==> src/rtl/qrr_pkg.sv <==
// Shared types and constants of the quadratic root block
package qrr_pkg;

  // width of the root and discriminant result fields
  localparam int OUT_W = 34;
  // depth of the queue between front and back
  localparam int Q_DEPTH = 4;
  localparam int Q_AW = 2;

  typedef enum logic [1:0] {
    ST_REAL   = 2'd0,
    ST_NONE   = 2'd1,
    ST_ZERO_A = 2'd2
  } status_t;

  // queue occupancy flags
  typedef struct packed {
    logic full;
    logic empty;
  } q_flags_t;

endpackage

==> src/rtl/qrr_front.sv <==
// Front end: coefficient products, discriminant and classification
module qrr_front #(
  parameter int CW = 16
) (
  input  logic                   clk,
  input  logic                   rst,
  input  logic                   in_valid,
  output logic                   in_stall,
  input  logic signed [CW-1:0]   coef_a,
  input  logic signed [CW-1:0]   coef_b,
  input  logic signed [CW-1:0]   coef_c,
  input  logic                   q_full,
  output logic                   push,
  output logic signed [2*CW+1:0] f_disc,
  output logic signed [CW-1:0]   f_a,
  output logic signed [CW-1:0]   f_b,
  output qrr_pkg::status_t       f_st
);
  localparam int DW = 2 * CW + 2;

  logic                   f_valid;
  logic signed [2*CW-1:0] bb;
  logic signed [2*CW-1:0] ac;

  assign in_stall = f_valid && q_full;
  assign push     = f_valid && !q_full;

  // product stage control
  always_ff @(posedge clk) begin
    if (rst) begin
      f_valid <= 1'b0;
    end else if (!in_stall) begin
      f_valid <= in_valid;
    end
  end

  // product stage payload
  always_ff @(posedge clk) begin
    if (!in_stall) begin
      bb  <= coef_b * coef_b;
      ac  <= coef_a * coef_c;
      f_a <= coef_a;
      f_b <= coef_b;
    end
  end

  // exact discriminant and class
  always_comb begin
    f_disc = DW'(bb) - (DW'(ac) <<< 2);
    if (f_disc[DW-1]) begin
      f_st = qrr_pkg::ST_NONE;
    end else if (f_a == '0) begin
      f_st = qrr_pkg::ST_ZERO_A;
    end else begin
      f_st = qrr_pkg::ST_REAL;
    end
  end

endmodule

==> config.mk <==
export PLATFORM = sky130hd
export DESIGN_NAME = qrr_front
export DESIGN_NICKNAME = d
export VERILOG_FILES = /design/src/rtl/qrr_pkg.sv /design/src/rtl/qrr_front.sv
export SDC_FILE = /design/constraint.sdc
export NUM_CORES = 2
export LEC_CHECK = 0
export BUFFER_PORTS_ARGS = -buffer_cell sky130_fd_sc_hd__buf_4
export CORE_UTILIZATION = 65
export DETAILED_ROUTE_END_ITERATION = 7
export PLACE_DENSITY = 0.9
export SYNTH_ARGS = -nofsm -noshare
export SYNTH_HDL_FRONTEND = slang
export SYNTH_SLANG_ARGS = --single-unit
==> constraint.sdc <==
create_clock -name clk -period 10.9 [get_ports clk]
set_input_delay 3.27 -clock clk [delete_from_list [all_inputs] [get_ports clk]]
set_output_delay 3.27 -clock clk [all_outputs]
set_load 0.02 [all_outputs]
==> impl_metrics.tcl <==
set metrics [dict create \
    antenna_found_initial 0 \
    ctsHoldBuffers 0 \
    grt_max_degree 82 \
    root_buffer "clkbuf_16" \
    cp_max_fo 19 \
    cp.required_ps 11010 \
    cts_setup_buffers 0 \
    routabilityCongestion 0.918 \
    drt.antenna.violating_nets 0 \
    final_cells 2939 \
    cpPeakStageDelay_ps 720 \
    place_hpwl_mm 42.1 \
    path_cells "buf_4 > inv_1 > nor2_1 > fa_1 > fa_1 > fa_1 > fa_1 > fa_1 > fa_1 > ha_1 > a21o_1 > nor4_1 > o221ai_1 > a31oi_1 > o21ai_1 > a2111oi_0 > nor3_1" \
    clkTransAtPathRegs_ps 80 \
    cts_tree "done" \
    clock.fmax_mhz 106 \
    yosysMostFrequentCell "inv_1" \
    gr-total-overflow 0 \
    drt-vias-per-instance 5.61 \
    synthArstFlopShare 0 \
    final_util 0.711 \
    wirelength_mm 50.7 \
    place_ws_ps 1170 \
    antenna_cells 0 \
    synth_top_area_cell "fa_1" \
    syn-instance-count 2411 \
    drc_errors 0 \
    drt-initial-drc-count 1174 \
    cts.sinks 95 \
    drive_gt1_frac 0.0592 \
    crit_type "input pin to flip-flop" \
    cts_buffer_depth 2 \
    post-route-period-util 0.863 \
    synth_seq_cells 95 \
    layout_setup_ws_ps 1490 \
    via_count 16476 \
    synth_top_area_frac 0.429 \
    syn_to_final_growth_pct 6.58 \
    rsz0062_at_grt "no" \
    hold_viol_final 0 \
    crit_path_start_kind "input pin" \
    fin_skew_ps 11.2 \
    numCtsBuffers 9 \
    synth_seq_area_share 0.122 \
    ys.warnings.count 0 \
    initial_core_util 0.667 \
    crit_top_cell "fa_1" \
    grt_pass1_wl_mm 85.9 \
    dr.pass1.iters 5 \
    insertion_delay_ps 370 \
    routedWlPerCell_um 17.2 \
    die_h_um 191 \
    fin_nets 3226 \
    period_needed_ps 9410 \
    synth.area.top_cells "fa_1 (43%), edfxtp_1 (12%), ha_1 (11%), inv_1 (11%), and2_1 (4.4%)" \
    cp.arrival_ps 9520 \
    avgSynthCellArea_sq_um 9.63 \
    max_cap_viol_count 0 \
    die-area_sq_mm 0.0365 \
    port_buffers 120 \
    min_path_type "flip-flop to flip-flop" \
    ys_top_cells_by_count "inv_1 (656), fa_1 (497), nand2_1 (222)" \
    netlist_area_sq_mm 0.0232 \
    rows 68 \
    end_kind "flip-flop" \
    synth_ff_type "edfxtp_1" \
    grt_pass1_vias 18518 \
    report.final.slew_viol_count 0 \
    synth_nets 3158 \
    setup_viol 0 \
    status "completed" \
    grt_usage 0.301 \
    fp.coreArea_sq_mm 0.0348 \
    synth-edff-count 94 \
    postCtsResizedCells 0 \
    multi_input_area_sq_mm 0.0177 \
    maxSlewHeadroom 0.253 \
    critPathSlowestCell "fa_1" \
    worstMarginPinSlew_ps 1120 \
    seq_area_sq_mm 0.00284 \
    fin_setup_tns_ps 0 \
    dp.cells 2923 \
    fillers 2429 \
    synth_cell_types 61 \
    num_io_pins 122 \
    htree_levels 3 \
    r2r_slack_ps 9010 \
    die_w_um 191 \
]
-- layout by cell type, fill, tap and decap left out, types with 30 or more instances in the layout --
cell type	count
a21o_1	40
a21oi_1	62
and2_1	163
buf_4	121
edfxtp_1	94
fa_1	497
ha_1	198
inv_1	656
nand2_1	221
nor2_1	80
xnor2_1	71
xor2_1	30
-- worst max-delay path: cells and delay by family --
| kind | cells | cell delay (ps) |
|---|---|---|
| adders and majority gates | 7 | 3700 |
| AOI/OAI and AO/OA | 5 | 1430 |
| buffers and inverters | 2 | 620 |
| and+or+nand+nor | 3 | 490 |
-- per-layer routing --
layer,vias up,wire (um),global-route usage
li1,7396,-,-
met1,8274,18900,0.373
met2,624,26200,0.526
met3,182,3470,0.0452
met4,0,2080,0.129
met5,-,0,0
-- path summary, 6_finish.rpt --
| kind | from | to | cells past startpoint |
|---|---|---|---|
| worst max-delay path | coef_b[15] | bb[31] | 17 |
| worst min-delay path | f_valid | f_a[9] | 1 |
| worst max register to register | f_valid | f_b[14] | 2 |
| worst min register to register | f_valid | f_a[9] | 1 |
-- cells by family (layout without fill, tap and decap cells) --
group                      count (synthesis)  count (layout)  synth area share
AOI/OAI and AO/OA                        240             240            0.0694
xor gates and xnor gates                 101             101            0.0381
adders and majority gates                695             695             0.535
buffers and inverters                    721             794             0.117
DFF                                       95              95             0.122
muxes                                      3               3           0.00129
other                                      1               1          0.000162
and+or+nand+nor                          555             555             0.116
-- final cells by class --
type	instances	area share
Multi-Input combinational cell	1595	0.714
Sequential cell	95	0.115
Inverter	657	0.0997
Timing Repair Buffer	121	0.0367
Tap cell	455	0.0230
Clock buffer	10	0.00926
Clock inverter	6	0.00273
-- registers in the layout, summed over array words and instances, names as in the netlist --
| name | flops |
|---|---|
| f_b | 16 |
| f_a | 16 |
| f_valid | 1 |
| ac | 32 |
| bb | 30 |
-- stage by stage --
step	hold slack, ps	cell area, sq um
after floorplan	2460	23200
after global placement	669	24400
after detailed placement	688	24400
after CTS	710	24700
after global routing	728	24700
final	701	24700
Power is left out: the tool's default activity adds up to more than one toggle a clock period on the data nets, which glitch-free logic cannot reach.
