<file path="src/rtl/qrr_pkg.sv">
// Shared types and constants of the quadratic root block
package qrr_pkg;

  // width of the root and discriminant result fields
  localparam int OUT_W = 34;
  // depth of the queue between front and back
  localparam int Q_DEPTH = 4;
  localparam int Q_AW = 2;

  typedef enum logic [1:0] {
    ST_REAL   = 2'd0,
    ST_NONE   = 2'd1,
    ST_ZERO_A = 2'd2
  } status_t;

  // queue occupancy flags
  typedef struct packed {
    logic full;
    logic empty;
  } q_flags_t;

endpackage

</file>
<file path="src/rtl/qrr_queue.sv">
// Small queue decoupling the front end from the back end
module qrr_queue #(
  parameter int W = 8
) (
  input  logic               clk,
  input  logic               rst,
  input  logic               push,
  input  logic [W-1:0]       wdata,
  input  logic               pop,
  output logic [W-1:0]       rdata,
  output qrr_pkg::q_flags_t  flags
);
  localparam int D  = qrr_pkg::Q_DEPTH;
  localparam int AW = qrr_pkg::Q_AW;

  logic [W-1:0] mem [D];
  logic [AW-1:0] wr_ptr;
  logic [AW-1:0] rd_ptr;
  logic [AW:0]   count;

  assign flags.full  = (count == (AW+1)'(D));
  assign flags.empty = (count == '0);
  assign rdata       = mem[rd_ptr];

  // pointers and fill level
  always_ff @(posedge clk) begin
    if (rst) begin
      wr_ptr <= '0;
      rd_ptr <= '0;
      count  <= '0;
    end else begin
      if (push) wr_ptr <= wr_ptr + 1'b1;
      if (pop)  rd_ptr <= rd_ptr + 1'b1;
      if (push && !pop) begin
        count <= count + 1'b1;
      end else if (pop && !push) begin
        count <= count - 1'b1;
      end
    end
  end

  // storage
  always_ff @(posedge clk) begin
    if (push) mem[wr_ptr] <= wdata;
  end

endmodule

</file>
<file path="config.mk">
export PLATFORM = sky130hd
export DESIGN_NAME = qrr_queue
export DESIGN_NICKNAME = d
export VERILOG_FILES = /design/src/rtl/qrr_pkg.sv /design/src/rtl/qrr_queue.sv
export SDC_FILE = /design/constraint.sdc
export NUM_CORES = 1
export LEC_CHECK = 0
export ABC_AREA = 1
export BUFFER_PORTS_ARGS = -buffer_cell sky130_fd_sc_hd__buf_4
export CORE_UTILIZATION = 50
export CTS_BUF_LIST = sky130_fd_sc_hd__clkbuf_4
export DETAILED_ROUTE_END_ITERATION = 10
export GPL_ROUTABILITY_DRIVEN = 1
export PLACE_DENSITY = 0.81
export REMOVE_ABC_BUFFERS = 1
export SLEW_MARGIN = 40
export SYNTH_ARGS = -nofsm -noshare
export SYNTH_HDL_FRONTEND = slang
export SYNTH_SLANG_ARGS = --single-unit
</file>
<file path="constraint.sdc">
create_clock -name clk -period 2.95 [get_ports clk]
set_input_delay 0.59 -clock clk [delete_from_list [all_inputs] [get_ports clk]]
set_output_delay 0.59 -clock clk [all_outputs]
set_load 0.005 [all_outputs]
</file>
==> impl_metrics.toml, run 1 <==
[status]
status = "completed"

[final_layout]
area_delta_synth_final_pct = 14.94
nets = 178
antenna_cells = 0
multi_input_area_um2 = 414.1
instances_no_fill = 205
drive_gt1_share_pct = 21.12
seq_area_mm2 = 0.001141
n_fill_cell = 261

[worst_setup_path]
cp_max_fo = 17
cp-end-kind = "primary output"
r2r_slack_ps = 1690
r2r_start = "count[0]$_SDFFE_PP0P_"
reg2regPathDepth = 7
critPathRequiredTime_ps = 2360
worst_ep_arrival_time_ps = 1760
cp-start-kind = "flip-flop"
r2r-end = "count[2]$_SDFFE_PP0P_"
setup.worst_path.class = "reg2out"

[timing]
fin_skew_ps = 6.978
layout_setup_ws_ps = 597.2
tns_ps = 0
holdWs_ps = 397.0
fin_crit_ps = 2353
slew-limit-headroom_pct = 64.43
rsz0062_at_grt = "false"
setup_violations = 0
slew_viol_final = 0
hold_viol = 0
fin_crit_sh_pct = 79.76
fmax_mhz = 425.0
tightest_slew_ps = 532.8

[hold_path]
holdPathStages = 2
hp-start = "rst"
worstHoldEndpoint = "count[0]$_SDFFE_PP0P_"
hp-class = "in2reg"

[placed_design]
gp_congestion = 0.7197
dpl_worst_slack_ps = 972.5
dp_cells = 197
post-dp-hpwl_mm = 1.978
numPortBuffers = 21

[drt]
drt_iter0_markers = 48
firstDrtPassIters = 4
ant_nets = 0
wl_per_cell_um = 13.57
vias = 1050
routed_via_density = 5.122
routed_wl_mm = 2.782
drc_errors = 0

[floorplan]
row_count = 20
core_area_mm2 = 0.003078
dieArea_mm2 = 0.003516
fp.dieH_um = 59.30
start_util_pct = 53.33
die_x_um = 59.30
io_pins = 22

[yosys]
synth-edff-count = 32
yosysWarnings = 0
yosys.cell_types.count = 19
yosysTopAreaCellShare_pct = 58.54
synth-async-reset-ratio_pct = 0
ys_ff_latch = 41
synth_top_cell_by_area = "edfxtp_1"
synth.cell_area_mm2 = 0.001642
syn-mean-instance-area_um2 = 12.25
synthFlopType = "edfxtp_1"
synth_seq_area_share_pct = 69.51
synth_common_cells = "edfxtp_1, nor2_1, o21ai_0, inv_1"
synth.most_common_cell = "edfxtp_1"
ys_top_cells_by_area = "edfxtp_1, dfxtp_1, o21ai_0, nor2_1, ha_1"
synthCells = 134

[power_and_ir_drop]
peakVddDrop_v = 0.0003337
pwr_density_cell_mw_per_mm2 = 572.4
p_leak_nw = 0.7574

[clock_network]
ctsResizeCount = 0
cts_made_buffers = 5
clockBufferDepth = 2
cts_sinks = 41
cts_setup_buffers = 0
cts-root-buf = "clkbuf_4"
ctsHoldBuffers = 0
cts.htree.levels = 2
cts_tree = "built"
path_clk_slew_ps = 120
clock_latency_ps = 350

[grt]
grt_usage_pct = 18.43
grt_pass1_vias = 1045
grt_max_degree = 18
overflow = 0
grt_pass1_wl_mm = 4.512
antenna_found_initial = 0

[flow_run]
cap_violations = 0
## state kept, by name (all words and copies together) (netlist names), named ones only
name,flops
count,3
mem,32
rd_ptr,2
wr_ptr,2
## power breakdown
group	switching, W	leakage, nW	internal [W]
Combinational	0.0000736	0.356	0.0000648
Sequential	0.0000214	0.369	0.000654
Clock	0.000176	0.0326	0.0000903
## through the flow
stage	total power, W	area (um^2)	utilization (%)
after global placement	0.0008171	1832	59.51
after floorplan	0.0007565	1619	-
after detailed placement	0.0008292	1832	59.51
after global routing	0.001130	1887	61.30
after CTS	0.001091	1887	61.30
final	0.001080	1887	61.30
## cells in the final DEF, fill, tap and decap left out, drive strengths merged
cell	instances
a21oi	3
buf	21
clkbuf	5
clkinv	3
dfxtp	9
edfxtp	32
fa	1
ha	5
inv	17
nand2	9
nand3	1
nand4	1
nor2	22
nor3	2
o21ai	21
o22ai	8
xor2	1
## worst max-delay path by stage
stage	from	end	slack, ps	depth (start not counted)
6_report	flip-flop	rdata[1]	600	4
5_1_grt	flip-flop	rdata[6]	350	4
4_1_cts	flip-flop	rdata[1]	570	4
3_5_place_dp	flip-flop	rdata[1]	970	4
3_3_place_gp	flip-flop	rdata[7]	1070	4
2_1_floorplan	pop	count[2]$_SDFFE_PP0P_	1360	10
## cell families (layout without fill, tap and decap cells)
| family | after synthesis | in the layout | synth area share [%] |
|---|---|---|---|
| buffers and inverters | 19 | 46 | 5.259 |
| XOR/XNOR | 1 | 1 | 0.5336 |
| AO/OA/AOI/OAI | 32 | 32 | 10.82 |
| AND/OR/NAND/NOR | 35 | 35 | 8.842 |
| adder cells (fa/ha/maj) | 6 | 6 | 5.031 |
| flip-flops | 41 | 41 | 69.51 |
## layout make-up
type	instances	area share [%]
flip-flops and latches	41	60.48
multi-input cells	74	21.95
repair buffers	21	8.355
inverters	17	3.382
well taps	44	2.918
clock buffers	5	1.989
clock inverters	3	0.9284
## routing by layer
metal / track usage, % / part of all wire [%] / routed length, um
met1: 21.08 / 41 / 1154
met2: 30.02 / 52 / 1452
met3: 5.022 / 3.8 / 107
met4: 12.59 / 2.4 / 68
met5: 0 / 0 / 0
## worst max-delay path: stages (launching register included)
cell and delay (ps):
dfxtp_1 680, inv_2 270, o21ai_0 240, o22ai_1 90, buf_4 140
(Power assumes the default switching activity.)
==> run 2, diff against run 1 <==
--- a/config.mk
+++ b/config.mk
@@ -5,13 +5,13 @@
 export SDC_FILE = /design/constraint.sdc
 export NUM_CORES = 1
 export LEC_CHECK = 0
-export ABC_AREA = 1
+export ABC_AREA = 0
 export BUFFER_PORTS_ARGS = -buffer_cell sky130_fd_sc_hd__buf_4
 export CORE_UTILIZATION = 50
 export CTS_BUF_LIST = sky130_fd_sc_hd__clkbuf_4
 export DETAILED_ROUTE_END_ITERATION = 10
 export GPL_ROUTABILITY_DRIVEN = 1
-export PLACE_DENSITY = 0.81
+export PLACE_DENSITY = 0.84
 export REMOVE_ABC_BUFFERS = 1
 export SLEW_MARGIN = 40
 export SYNTH_ARGS = -nofsm -noshare
==> constraint.sdc (replaced) <==
create_clock -name clk -period 2.1 [get_ports clk]
set_input_delay 0.42 -clock clk [delete_from_list [all_inputs] [get_ports clk]]
set_output_delay 0.42 -clock clk [all_outputs]
set_load 0.005 [all_outputs]
==> run 2 against run 1 <==
  * Sequential cell count unchanged
  * Utilization rose by 1.1 points
  * Wire length down 13%
  * Non-clock buffer count up 1
  * Global-route usage decreased by 2.2 points
  * Cell area increased by 0.13%
  * Sequential share of layout area decreased by 0.080 points
  * Clock-buffer cell count unchanged
  * Largest power group unchanged
==> impl_metrics.toml, run 2 <==
[status]
status = "completed"

[worst_setup_path]
setup.worst_path.class = "reg2out"
worst_ep_arrival_time_ps = 1580
cp-end-kind = "primary output"
cp-start-kind = "flip-flop"
cp_max_fo = 8
critPathRequiredTime_ps = 1680
reg2regPathDepth = 4

[yosys]
syn-mean-instance-area_um2 = 18.45
synth-async-reset-ratio_pct = 0
yosys.cell_types.count = 20
synth_seq_area_share_pct = 71.92
ys_top_cells_by_area = "edfxtp_1, dfxtp_1, mux4_2, ha_1, nor2_1"
synth_top_cell_by_area = "edfxtp_1"
synthFlopType = "edfxtp_1"
ys_ff_latch = 41
synth_common_cells = "edfxtp_1, dfxtp_1, mux4_2, nor2_1, ha_1"
synth-edff-count = 32
synth.most_common_cell = "edfxtp_1"
synthCells = 86
yosysTopAreaCellShare_pct = 60.57
synth.cell_area_mm2 = 0.001587
yosysWarnings = 0

[clock_network]
path_clk_slew_ps = 130
ctsResizeCount = 0
ctsHoldBuffers = 0
cts_sinks = 41
cts.htree.levels = 2
cts_tree = "built"
cts_made_buffers = 5
cts-root-buf = "clkbuf_4"
clock_latency_ps = 350
cts_setup_buffers = 0
clockBufferDepth = 2

[timing]
slew-limit-headroom_pct = 69.97
fin_crit_ps = 1997
tightest_slew_ps = 450.4
setup_violations = 0
slew_viol_final = 0
tns_ps = 0
holdWs_ps = 268.8
hold_viol = 0
fin_crit_sh_pct = 95.09
rsz0062_at_grt = "false"
fin_skew_ps = 15.35
fmax_mhz = 500.8

[drt]
ant_nets = 0
drt_iter0_markers = 30
vias = 808
firstDrtPassIters = 4
routed_via_density = 5.146
drc_errors = 0
routed_wl_mm = 2.415
wl_per_cell_um = 15.38

[flow_run]
cap_violations = 0

[placed_design]
post-dp-hpwl_mm = 1.615
numPortBuffers = 21
gp_congestion = 0.7260

[power_and_ir_drop]
peakVddDrop_v = 0.0006150
p_leak_nw = 0.6962
pwr_density_cell_mw_per_mm2 = 951.6

[final_layout]
largestRegisters = "mem (32), count (3)"
nets = 130
top_register = "mem"
antenna_cells = 0
fin_util_pct = 62.40
multi_input_area_um2 = 410.4
largest_register_ffs = 32
n_fill_cell = 220
drive_gt1_share_pct = 33.63
final_common_cell = "edfxtp_1"
area_delta_synth_final_pct = 19.09
seq_area_mm2 = 0.001141
final_cell_mix = "edfxtp_1, buf_4, dfxtp_1"

[grt]
grt_pass1_vias = 825
grt_max_degree = 14
grt_pass1_wl_mm = 3.739
grt_usage_pct = 16.19
antenna_found_initial = 0
overflow = 0

[floorplan]
die_x_um = 58.33
fp.dieH_um = 58.33
core_area_mm2 = 0.003028
io_pins = 22
start_util_pct = 52.40
row_count = 20
dieArea_mm2 = 0.003402

[hold_path]
holdPathStages = 1
hp-class = "in2reg"
==> run 2: cell types whose count changed in the layout (fill, tap and decap cells not counted), moves of 3 or more <==
cell | before | now
and2_1 | 0 | 4
inv_1 | 16 | 4
mux4_2 | 0 | 8
nand2_1 | 9 | 1
nor2_1 | 19 | 7
nor2_2 | 3 | 0
o21ai_0 | 17 | 1
o22ai_1 | 8 | 0
==> run 2: cell type report <==
| type | instances | share of cell area (%) |
|---|---|---|
| inverter | 4 | 0.7947 |
| clock buffer | 5 | 1.987 |
| multi-input combinational | 38 | 21.72 |
| timing repair buffer | 22 | 8.742 |
| clock inverter | 3 | 3.444 |
| tap | 44 | 2.914 |
| sequential | 41 | 60.40 |
==> run 2: cells by family after synthesis <==
family	Yosys count	share of synthesized area, %
compound gates	2	0.6303
buf+inv	7	2.207
simple gates	15	4.653
xor+xnor	5	2.761
mux	10	12.62
fa+ha+maj	6	5.205
flops	41	71.92
==> run 2: final timing paths <==
path | from | end | slack [ps]
hold reg to reg | rd_ptr[1]$_SDFFE_PP0P_ | flip-flop | 530
setup reg to reg | count[0]$_SDFFE_PP0P_ | count[2]$_SDFFE_PP0P_ | 610
setup / recovery | flip-flop | rdata[1] | 100
hold / removal | wdata[7] | mem[3][7]$_DFFE_PP_ | 270
==> run 2: routing by layer <==
layer	global-route usage [%]	up-vias	share of wire (%)
met4	6.122	0	1.2
met1	17.58	413	43
met5	0	-	0
li1	-	368	-
met3	7.473	4	4.9
met2	27.75	23	51
==> run 2: through the flow <==
stage	instances	worst slack, ps	instance area (um^2)	power (W)
final	157	103.1	1889	0.001798
after global routing	157	10.61	1889	0.001870
after CTS	157	86.50	1889	0.001802
after detailed placement	149	201.8	1787	0.001192
after global placement	149	264.6	1787	0.001181
after floorplan	83	420.1	1567	0.001084
==> run 2: worst max-delay path: stages (launching register included) <==
cell     delay, ps
dfxtp_1        340
buf_4          200
mux4_2         530
buf_4          150
==> run 2: power by group <==
group,internal (W),switching [W],total [W]
Sequential,0.000926,0.0000304,0.000956
Clock,0.000368,0.000259,0.000627
Combinational,0.000123,0.0000913,0.000215
